$ cat src/rtl/core/bpsa_pkg.sv
// shared types, codes and field widths of the block pool slot allocator
package bpsa_pkg;

  // field widths of the stream and configuration ports
  localparam int MODE_W     = 2;
  localparam int BLOCK_W    = 3;
  localparam int SLOT_W     = 6;
  localparam int COUNT_W    = 10;
  localparam int STATUS_W   = 2;
  localparam int MAXB_W     = 4;
  localparam int SPB_W      = 7;
  localparam int CFG_IDX_W  = 1;
  localparam int CFG_DATA_W = 7;
  localparam int S_TDATA_W  = 16;
  localparam int S_TUSER_W  = 3;
  localparam int M_TDATA_W  = 24;
  localparam int M_TUSER_W  = 2;

  // configuration register indexes
  localparam logic [CFG_IDX_W-1:0] CFG_MAX_BLOCKS      = 1'd0;
  localparam logic [CFG_IDX_W-1:0] CFG_SLOTS_PER_BLOCK = 1'd1;

  localparam logic [MAXB_W-1:0] MAXB_RESET = 4'd8;
  localparam logic [SPB_W-1:0]  SPB_RESET  = 7'd64;

  typedef enum logic [MODE_W-1:0] {
    MODE_ALLOC = 2'd0,
    MODE_FREE  = 2'd1,
    MODE_RESET = 2'd2
  } mode_e;

  typedef enum logic [STATUS_W-1:0] {
    STAT_OK        = 2'd0,
    STAT_EXHAUSTED = 2'd1,
    STAT_INVALID   = 2'd2,
    STAT_NULL      = 2'd3
  } status_e;

  // commands from the sequencer to the datapath
  typedef struct packed {
    logic load;   // capture the accepted request
    logic step1;  // block search or handle check, memory read
    logic step2;  // commit pop, push or pool clear
    logic emit;   // move the result into the output register
  } cmd_t;

  // status from the datapath to the sequencer
  typedef struct packed {
    logic out_free;
  } stat_t;

endpackage

$ cat src/rtl/core/bpsa_ctrl.sv
// request sequencer of the block pool slot allocator
module bpsa_ctrl (
  input  logic             clk_i,
  input  logic             rst_ni,
  input  logic             s_valid_i,
  output logic             s_ready_o,
  input  bpsa_pkg::stat_t  stat_i,
  output bpsa_pkg::cmd_t   cmd_o
);
  import bpsa_pkg::*;

  localparam logic [1:0] S_IDLE  = 2'd0;
  localparam logic [1:0] S_STEP1 = 2'd1;
  localparam logic [1:0] S_STEP2 = 2'd2;
  localparam logic [1:0] S_EMIT  = 2'd3;

  logic [1:0] state_q, state_d;

  always_comb begin
    state_d = state_q;
    cmd_o   = '0;
    unique case (state_q)
      S_IDLE: begin
        cmd_o.load = s_valid_i;
        if (s_valid_i) state_d = S_STEP1;
      end
      S_STEP1: begin
        cmd_o.step1 = 1'b1;
        state_d     = S_STEP2;
      end
      S_STEP2: begin
        cmd_o.step2 = 1'b1;
        state_d     = S_EMIT;
      end
      S_EMIT: begin
        // wait here while the previous result is still held downstream
        cmd_o.emit = stat_i.out_free;
        if (stat_i.out_free) state_d = S_IDLE;
      end
      default: state_d = S_IDLE;
    endcase
  end

  assign s_ready_o = (state_q == S_IDLE);

  always_ff @(posedge clk_i or negedge rst_ni) begin
    if (!rst_ni) begin
      state_q <= S_IDLE;
    end else begin
      state_q <= state_d;
    end
  end

endmodule

$ cat config.mk
export PLATFORM = sky130hd
export DESIGN_NAME = bpsa_ctrl
export DESIGN_NICKNAME = d
export VERILOG_FILES = /design/src/rtl/core/bpsa_pkg.sv /design/src/rtl/core/bpsa_ctrl.sv
export SDC_FILE = /design/constraint.sdc
export NUM_CORES = 1
export LEC_CHECK = 0
export ABC_AREA = 0
export BUFFER_PORTS_ARGS = -buffer_cell sky130_fd_sc_hd__buf_2
export CORE_AREA = 5 5 42 44
export DETAILED_ROUTE_END_ITERATION = 10
export DIE_AREA = 0 0 47 49
export PLACE_DENSITY_LB_ADDON = 0.1
export SLEW_MARGIN = 10
export SYNTH_ARGS = -nofsm -noshare
export SYNTH_HDL_FRONTEND = slang
export SYNTH_SLANG_ARGS = --single-unit
$ cat constraint.sdc
create_clock -name clk_i -period 2.63 [get_ports clk_i]
set_input_delay 0.3945 -clock clk_i [delete_from_list [all_inputs] [get_ports clk_i]]
set_output_delay 0.3945 -clock clk_i [all_outputs]
set_load 0.05 [all_outputs]
==> results of run 1 <==
-- timing repair --
action | 4_1_cts | 5_1_grt
setup buffers | 0 | 0
hold buffers | 1 | 0
setup endpoints to repair | 0 | 0
endpoints found under the hold margin | 2 | 0
-- worst reg2reg max path, stage by stage, from the launching register on --
cell	delay [ps]
dfrtp_1	390
inv_1	80
ha_1	250
a21oi_2	190
mux2_4	310
-- cell usage after synthesis (all sizes together) --
cell type | instances | area share [%]
and2 | 2 | 7.9
mux2 | 1 | 8.6
ha | 4 | 29
o32a | 1 | 6.5
dfrtp | 2 | 29
inv | 3 | 6.5
a21oi | 1 | 5.0
nor2b | 1 | 7.9
-- worst paths after layout --
path	from	depth (start not counted)	slack [ps]	endpoint
max in group asynchronous	rst_ni	2	2040	state_q[0]
worst min register to register	state_q[1]	1	570	state_q[1]
min in group clk_i	state_q[1]	1	570	state_q[1]
worst max-delay path	state_q[0]	4	890	cmd_o[3]
worst min-delay path	rst_ni	2	490	state_q[1]
worst max register to register	state_q[0]	4	1290	state_q[1]
-- metal layers --
layer,routed length (microns),GRT usage (%),up-vias
met5,0,0,-
met4,0,5.53,0
met3,26,1.11,0
met2,228,6.11,4
met1,135,3.74,60
li1,-,-,72
-- logic make-up after synthesis --
family                     share of synthesized area, %
adders and majority gates                          28.8
buffers and inverters                              6.47
and+or+nand+nor                                    15.8
AOI/OAI and AO/OA                                  11.5
DFF                                                28.8
muxes                                              8.63
-- metrics by stage --
step	util, %	hold slack [ps]
6_report	19.0	491
5_1_grt	19.0	503
4_1_cts	19.0	476
3_5_place_dp	16.7	181
3_3_place_gp	16.7	179
2_1_floorplan	-	98.9
-- area by class of cell --
class / count / area, sq um
Timing Repair Buffer: 9 / 50.0
Multi-Input combinational cell: 10 / 113
Inverter: 3 / 11.3
Tap cell: 16 / 20.0
Clock buffer: 3 / 22.5
Sequential cell: 2 / 50.0
Fill cell: 157 / 1130
==> reports/metrics.yaml, run 1 <==
hold_path.class: "input pin to async pin"
synth.distinct_cells: 9
cts_tree: "done"
largest_reg_flops: 2
syn_avg_cell_area_sq_um: 11.6
cap_violations: 0
critPathBufInv: 2
wl_per_cell_microns: 9.07
largest_register: "state_q"
drcViolationCount: 0
synthCells: 15
wl_microns: 390
cts_resized: 0
drive_above_1_share_pct: 59.3
dr.pass1.iters: 1
critPathMaxStageDelay_ps: 400
reg_top3: "state_q (2)"
final_area_sq_um: 267
cp.required_ps: 2240
worst_slack_ps: 888
insertion_delay_ps: 220
nets: 37
grt_max_degree: 5
status: "finished, final reports clean"
setup_viol: 0
layout_min_cycle_time_ps: 1740
cpMaxStageDelayCell: "dfrtp_1"
layout_common_cells: "8 x buf_2, 4 x ha_1, 3 x inv_1, 3 x clkbuf_4, 2 x dfrtp_1"
ios: 9
cp.arrival_ps: 1350
dp_hpwl_microns: 318
hold_viol: 0
placed_area_sq_um: 234
yosys_warnings: 0
final_common_cell: "buf_2"
worstPathMaxFanout: 4
root_buffer: "clkbuf_4"
start_util_pct: 12.4
dpl.cell_count: 39
viasPerCell: 3.16
core_area_sq_um: 1400
vias: 136
cts_sinks: 2
synth.net_count: 23
fin_skew_ps: 2.80
drtIter0Drc: 0
cts_max_path_buffers: 2
cp_top_family: "flip-flops"
row_count: 14
grt_pass1_wl_microns: 627
die_w_microns: 47
ys_ff_latch: 2
grt_antenna_before_repair: 0
grt_pass1_vias: 158
tightestPinTransition_ps: 251
htree_levels: 1
startpoint_type: "flop"
ys_seq_area_share_pct: 28.8
io_buffers: 8
end_kind: "output port"
antenna_left: 0
grtUsageTotal_pct: 4.15
diodes: 0
cts_buffers: 3
fin_crit_sh_pct: 66.2
critPathKind: "flop to output port"
clk_pin_slew_ps: 30
worstPathCellList: "inv_1 -> ha_1 -> and2_1 -> buf_2"
synthesis.area_sq_um: 174
slew_headroom_pct: 83.4
grt_overflow: 0
pre_cts_slack_ps: 1100
grt_setup_unrepaired: "false"
dieArea_sq_um: 2300
finalSetupTns_ps: 0
die_height_microns: 49
slew_violations: 0
synthToLayoutAreaGrowth_pct: 53.2
gp_congestion: 0.627
max_freq_ghz: 0.574
final_cells: 43
Power of run 1 is not shown: default switching activity piles up to over one toggle a cycle in this logic, so the estimate is an artifact.
==> run 2: changes to the inputs <==
--- a/config.mk
+++ b/config.mk
@@ -5,7 +5,7 @@
 export SDC_FILE = /design/constraint.sdc
 export NUM_CORES = 1
 export LEC_CHECK = 0
-export ABC_AREA = 0
+export ABC_AREA = 1
 export BUFFER_PORTS_ARGS = -buffer_cell sky130_fd_sc_hd__buf_2
 export CORE_AREA = 5 5 42 44
 export DETAILED_ROUTE_END_ITERATION = 10
==> constraint.sdc (replaced) <==
create_clock -name clk_i -period 1.45 [get_ports clk_i]
set_input_delay 0.2175 -clock clk_i [delete_from_list [all_inputs] [get_ports clk_i]]
set_output_delay 0.2175 -clock clk_i [all_outputs]
set_load 0.05 [all_outputs]
==> run 2 against run 1 <==
Effect of this change: final area rose by 22%; via count increased by 33%; flip-flop and latch count did not move; clock-buffer cell count is the same; synthesized cell count increased by 73%; register-to-register slack worse by 890 ps; non-clock buffer count is 2 higher; synthesized area grew 6.5%.
==> reports/metrics.yaml, run 2 <==
htree_levels: 1  # unchanged
synthToLayoutAreaGrowth_pct: 75.0
viasPerCell: 3.23  # +2.2%
cts_sinks: 2  # unchanged
async_flop_share_pct: 100  # unchanged
cts_buffers: 3  # unchanged
tightestPinTransition_ps: 251  # +0.0738 ps
post-cts-setup-buffers: 0  # unchanged
diodes: 0  # unchanged
synthCells: 26  # +11
core_area_sq_um: 1400  # unchanged
grt_pass1_wl_microns: 703  # +12%
die_w_microns: 47  # unchanged
nets: 50  # +35%
layout_min_cycle_time_ps: 1370
synthTopCellsByCount: "8 x inv_1, 7 x nand2_1, 4 x ha_1, 3 x nand2_2"
dieArea_sq_um: 2300  # unchanged
cts_tree: "done"
fillers: 159  # +1.3%
max_freq_ghz: 0.728
slew_violations: 0  # unchanged
critPathBufInv: 3  # +1
grt_pass1_vias: 183  # +16%
ios: 9  # unchanged
hold_viol: 0  # unchanged
worstPathCellList: "inv_1 -> ha_4 -> nand2_1 -> clkinvlp_4 -> buf_6"
grt_max_degree: 5  # unchanged
start_util_pct: 13.2  # +0.80 points
drive_above_1_share_pct: 47.5  # -12 points
critPathKind: "flop to output port"
synth.most_common_cell: "inv_1"
cp.required_ps: 1230  # -1010 ps
fin_skew_ps: 0.759  # -2.04 ps
reg_top3: "state_q (2)"
yosysTopAreaCell: "dfrtp_1"
layout_common_cells: "7 x inv_1, 7 x nand2_1, 6 x buf_2, 3 x nand2_2, 3 x clkbuf_4"
finalSetupTns_ps: 0  # unchanged
synth.distinct_cells: 6  # -3
drcViolationCount: 0  # unchanged
slew_headroom_pct: 83.4  # about the same
insertion_delay_ps: 220  # about the same
r2r_cells: 6  # +2
syn_avg_cell_area_sq_um: 7.12  # -39%
synth_ff_type: "dfrtp_1"
largest_reg_flops: 2  # unchanged
die_height_microns: 49  # unchanged
vias: 181  # +33%
setup_viol: 0  # unchanged
status: "finished, final reports clean"
synth.area.top_cells: "dfrtp_1 27%, ha_1 27%, inv_1 16%, nand2_1 14%, nand2_2 10%"
gp_congestion: 0.663  # +5.8%
r2r_slack_ps: 400  # -890 ps
synth_top_cell_area_share_pct: 27.0  # -1.7 points
critPathMaxStageDelay_ps: 360  # -40 ps
grtUsageTotal_pct: 4.72  # +0.57 points
grt_overflow: 0  # unchanged
wl_per_cell_microns: 7.34  # -19%
cp.arrival_ps: 1160  # -190 ps
synth_edf_count: 0  # unchanged
synth.net_count: 34  # +48%
r2r_end: "state_q[1]"
ys_ff_latch: 2  # unchanged
yosys_warnings: 0  # unchanged
hold_path.class: "input pin to async pin"
post-route-util_pct: 23.1  # +4.1 points
crit-reg2reg-launch: "state_q[0]"
drtIter0Drc: 3  # +3
io_buffers: 8  # unchanged
wl_microns: 411  # +5.4%
antenna_left: 0  # unchanged
grt_setup_unrepaired: "false"
worstPathMaxFanout: 4  # unchanged
root_buffer: "clkbuf_4"
cp_top_family: "flip-flops"
dp_hpwl_microns: 344  # +8.0%
grt_antenna_before_repair: 0  # unchanged
synthesis.area_sq_um: 185  # +6.5%
ys_seq_area_share_pct: 27.0  # -1.7 points
clk_pin_slew_ps: 30  # about the same
cap_violations: 0  # unchanged
largest_register: "state_q"
cpMaxStageDelayCell: "dfrtp_1"
end_kind: "output port"
dr.pass1.iters: 2  # +1
cts_max_path_buffers: 2  # unchanged
startpoint_type: "flop"
fin_crit_sh_pct: 94.8
row_count: 14  # unchanged
[run 2: cells by family (layout without fill, tap and decap cells)]
family | Yosys count | in the layout | share of synthesized area [%]
simple gates | 12 | 12 | 29.7
buf+inv | 8 | 22 | 16.2
fa+ha+maj | 4 | 4 | 27.0
flops | 2 | 2 | 27.0
[run 2: final cells by class]
class / instances / area [sq um] / area share, %
Timing Repair Buffer: 11 / 77.6 / 23.9
Inverter: 8 / 33.8 / 10.4
Clock buffer: 3 / 22.5 / 6.95
Sequential cell: 2 / 50.0 / 15.4
Multi-Input combinational cell: 16 / 120 / 37.1
Tap cell: 16 / 20.0 / 6.18
[run 2: layer usage]
metal | part of all wire, % | track usage (%) | vias up
li1 | - | - | 103
met1 | 38 | 4.85 | 72
met2 | 53 | 5.43 | 4
met3 | 6.8 | 2.21 | 2
met4 | 1.9 | 6.91 | 0
met5 | 0 | 0 | -
[run 2: worst max path at each step]
| stage | cells past startpoint | endpoint | slack (ps) | startpoint |
|---|---|---|---|---|
| after CTS | 5 | cmd_o[3] | 1 | state_q[0] |
| final | 5 | cmd_o[3] | 80 | state_q[0] |
| after detailed placement | 5 | cmd_o[3] | 180 | state_q[0] |
| after floorplan | 4 | cmd_o[3] | 40 | state_q[0] |
| after global routing | 5 | cmd_o[3] | 0.9 | state_q[0] |
| after global placement | 5 | cmd_o[3] | 190 | state_q[0] |
[run 2: repair_timing]
action	4_1_cts	5_1_grt
pin swaps	0	0
endpoints found under the hold margin	2	0
hold buffers	1	0
gates resized for setup	2	4
endpoints found under the setup margin	2	2
[run 2: worst reg2reg max path: stages, from the launching register on]
cell and delay (ps):
dfrtp_1 360, buf_4 150, ha_2 180, nand2_2 90, nand2_2 50, nand2_1 50, nand2_1 50
[run 2: metrics by stage]
| stage | hold slack (ps) | std cells | setup WS [ps] | instance area (sq um) |
|---|---|---|---|---|
| 2_1_floorplan | -78.1 | 26 | 36.2 | 191 |
| 3_3_place_gp | 2.56 | 52 | 186 | 267 |
| 3_5_place_dp | 4.47 | 52 | 184 | 267 |
| 4_1_cts | 299 | 56 | 1.02 | 304 |
| 5_1_grt | 325 | 56 | 0.928 | 324 |
| 6_report | 307 | 56 | 75.9 | 324 |
Power of run 2 is left out for the same reason.
==> run 3: changes to the inputs <==
--- a/config.mk
+++ b/config.mk
@@ -11,6 +11,7 @@
 export DETAILED_ROUTE_END_ITERATION = 10
 export DIE_AREA = 0 0 47 49
 export PLACE_DENSITY_LB_ADDON = 0.1
+export RECOVER_POWER = 100
 export SLEW_MARGIN = 10
 export SYNTH_ARGS = -nofsm -noshare
 export SYNTH_HDL_FRONTEND = slang
==> run 3 against run 2 <==
Effect of this change: register-to-register slack got worse by 30 ps; highest routed layer unchanged; fmax is essentially flat; sequential share of layout area is 0.18 points higher; largest cell class unchanged; clock-buffer cell count did not move; core utilization down 0.27 points; critical endpoint unchanged; worst setup slack about the same.
==> reports/metrics.yaml, run 3 (synthesized netlist as in run 2, its figures left out) <==
status: "finished, final reports clean"
crit-reg2reg-launch: "state_q[0]"
nets: 50  # unchanged
startpoint_type: "flop"
final_common_cell: "nand2_1"
fillers: 161  # +1.3%
insertion_delay_ps: 220  # about the same
core_area_sq_um: 1400  # unchanged
diodes: 0  # unchanged
worstPathMaxFanout: 4  # unchanged
layout_common_cells: "8 x nand2_1, 7 x inv_1, 4 x buf_2, 3 x clkbuf_4"
grt_pass1_vias: 183  # unchanged
grt_antenna_before_repair: 0  # unchanged
cts_max_path_buffers: 2  # unchanged
antenna_left: 0  # unchanged
dp_hpwl_microns: 344  # unchanged
tightestPinTransition_ps: 278  # +26.9 ps
max_freq_ghz: 0.728  # about the same
grt_setup_unrepaired: "false"
reg_top3: "state_q (2)"
hold_viol: 0  # unchanged
r2r_end: "state_q[1]"
slew_headroom_pct: 81.6  # -1.8 points
cts_sinks: 2  # unchanged
grt_max_degree: 5  # unchanged
die_w_microns: 47  # unchanged
largest_register: "state_q"
cap_violations: 0  # unchanged
fin_skew_ps: 0.709  # -0.0504 ps
vias: 181  # unchanged
finalSetupTns_ps: 0  # unchanged
drcViolationCount: 0  # unchanged
placed_area_sq_um: 267  # unchanged
layout_min_cycle_time_ps: 1370  # +0.0644 ps
largest_reg_flops: 2  # unchanged
drive_above_1_share_pct: 42.5  # -5.0 points
wl_per_cell_microns: 7.32  # -0.24%
r2r_cells: 6  # unchanged
critPathKind: "flop to output port"
dieArea_sq_um: 2300  # unchanged
clk_pin_slew_ps: 30  # about the same
fin_crit_sh_pct: 94.8  # about the same
final_area_sq_um: 320  # -1.2%
setup_viol: 0  # unchanged
whs_ps: 310  # +2.67 ps
ios: 9  # unchanged
wl_microns: 410  # -0.24%
post-route-util_pct: 22.9  # -0.27 points
grt_overflow: 0  # unchanged
cts_tree: "done"
root_buffer: "clkbuf_4"
end_kind: "output port"
cp.required_ps: 1230  # about the same
die_height_microns: 49  # unchanged
start_util_pct: 13.2  # unchanged
synthToLayoutAreaGrowth_pct: 73.0
htree_levels: 1  # unchanged
row_count: 14  # unchanged
cp.arrival_ps: 1160  # about the same
grt_pass1_wl_microns: 703  # unchanged
r2r_slack_ps: 370  # -30 ps
grtUsageTotal_pct: 4.72  # unchanged
dr.pass1.iters: 2  # unchanged
viasPerCell: 3.23  # unchanged
slew_violations: 0  # unchanged
post-cts-setup-buffers: 0  # unchanged
cts_buffers: 3  # unchanged
io_buffers: 8  # unchanged
hold_path.class: "input pin to async pin"
drtIter0Drc: 3  # unchanged
gp_congestion: 0.663  # unchanged
## run 3: how the worst max path moves through the flow
stage	startpoint	endpoint	slack (ps)	cells past startpoint
floorplan	state_q[0]	cmd_o[3]	40	4
finish	state_q[0]	cmd_o[3]	80	5
CTS	state_q[0]	cmd_o[3]	1	5
detailed placement	state_q[0]	cmd_o[3]	180	5
global placement	state_q[0]	cmd_o[3]	190	5
global route	state_q[0]	cmd_o[3]	0.9	5
## run 3: through the flow
step / setup WS, ps / std cells
5_1_grt: 0.928 / 56
4_1_cts: 1.02 / 56
3_3_place_gp: 186 / 52
2_1_floorplan: 36.2 / 26
6_report: 75.9 / 56
3_5_place_dp: 184 / 52
## run 3: worst max-delay path, stage by stage (launching register included)
cell and delay, ps:
dfrtp_1 360, inv_1 120, ha_4 160, nand2_1 80
clkinvlp_4 70, buf_6 140
## run 3: per-layer routing
metal	GRT usage (%)	vias up	routed length (microns)
li1	-	103	-
met1	4.85	72	155
met2	5.43	4	217
met3	2.21	2	28
met4	6.91	0	8
met5	0	-	0
## run 3: cell type report
class / count / area [sq um] / area share (%)
multi-input combinational: 16 / 118 / 36.7
timing repair buffer: 11 / 76.3 / 23.8
sequential: 2 / 50.0 / 15.6
inverter: 8 / 33.8 / 10.5
clock buffer: 3 / 22.5 / 7.03
tap: 16 / 20.0 / 6.25
## run 3: repair_timing
item	in CTS	in global routing
resized for setup	2	4
hold buffers	1	0
setup endpoints to repair	2	2
pin swaps	0	0
endpoints found under the hold margin	2	0
Power of run 3 is left out for the same reason.
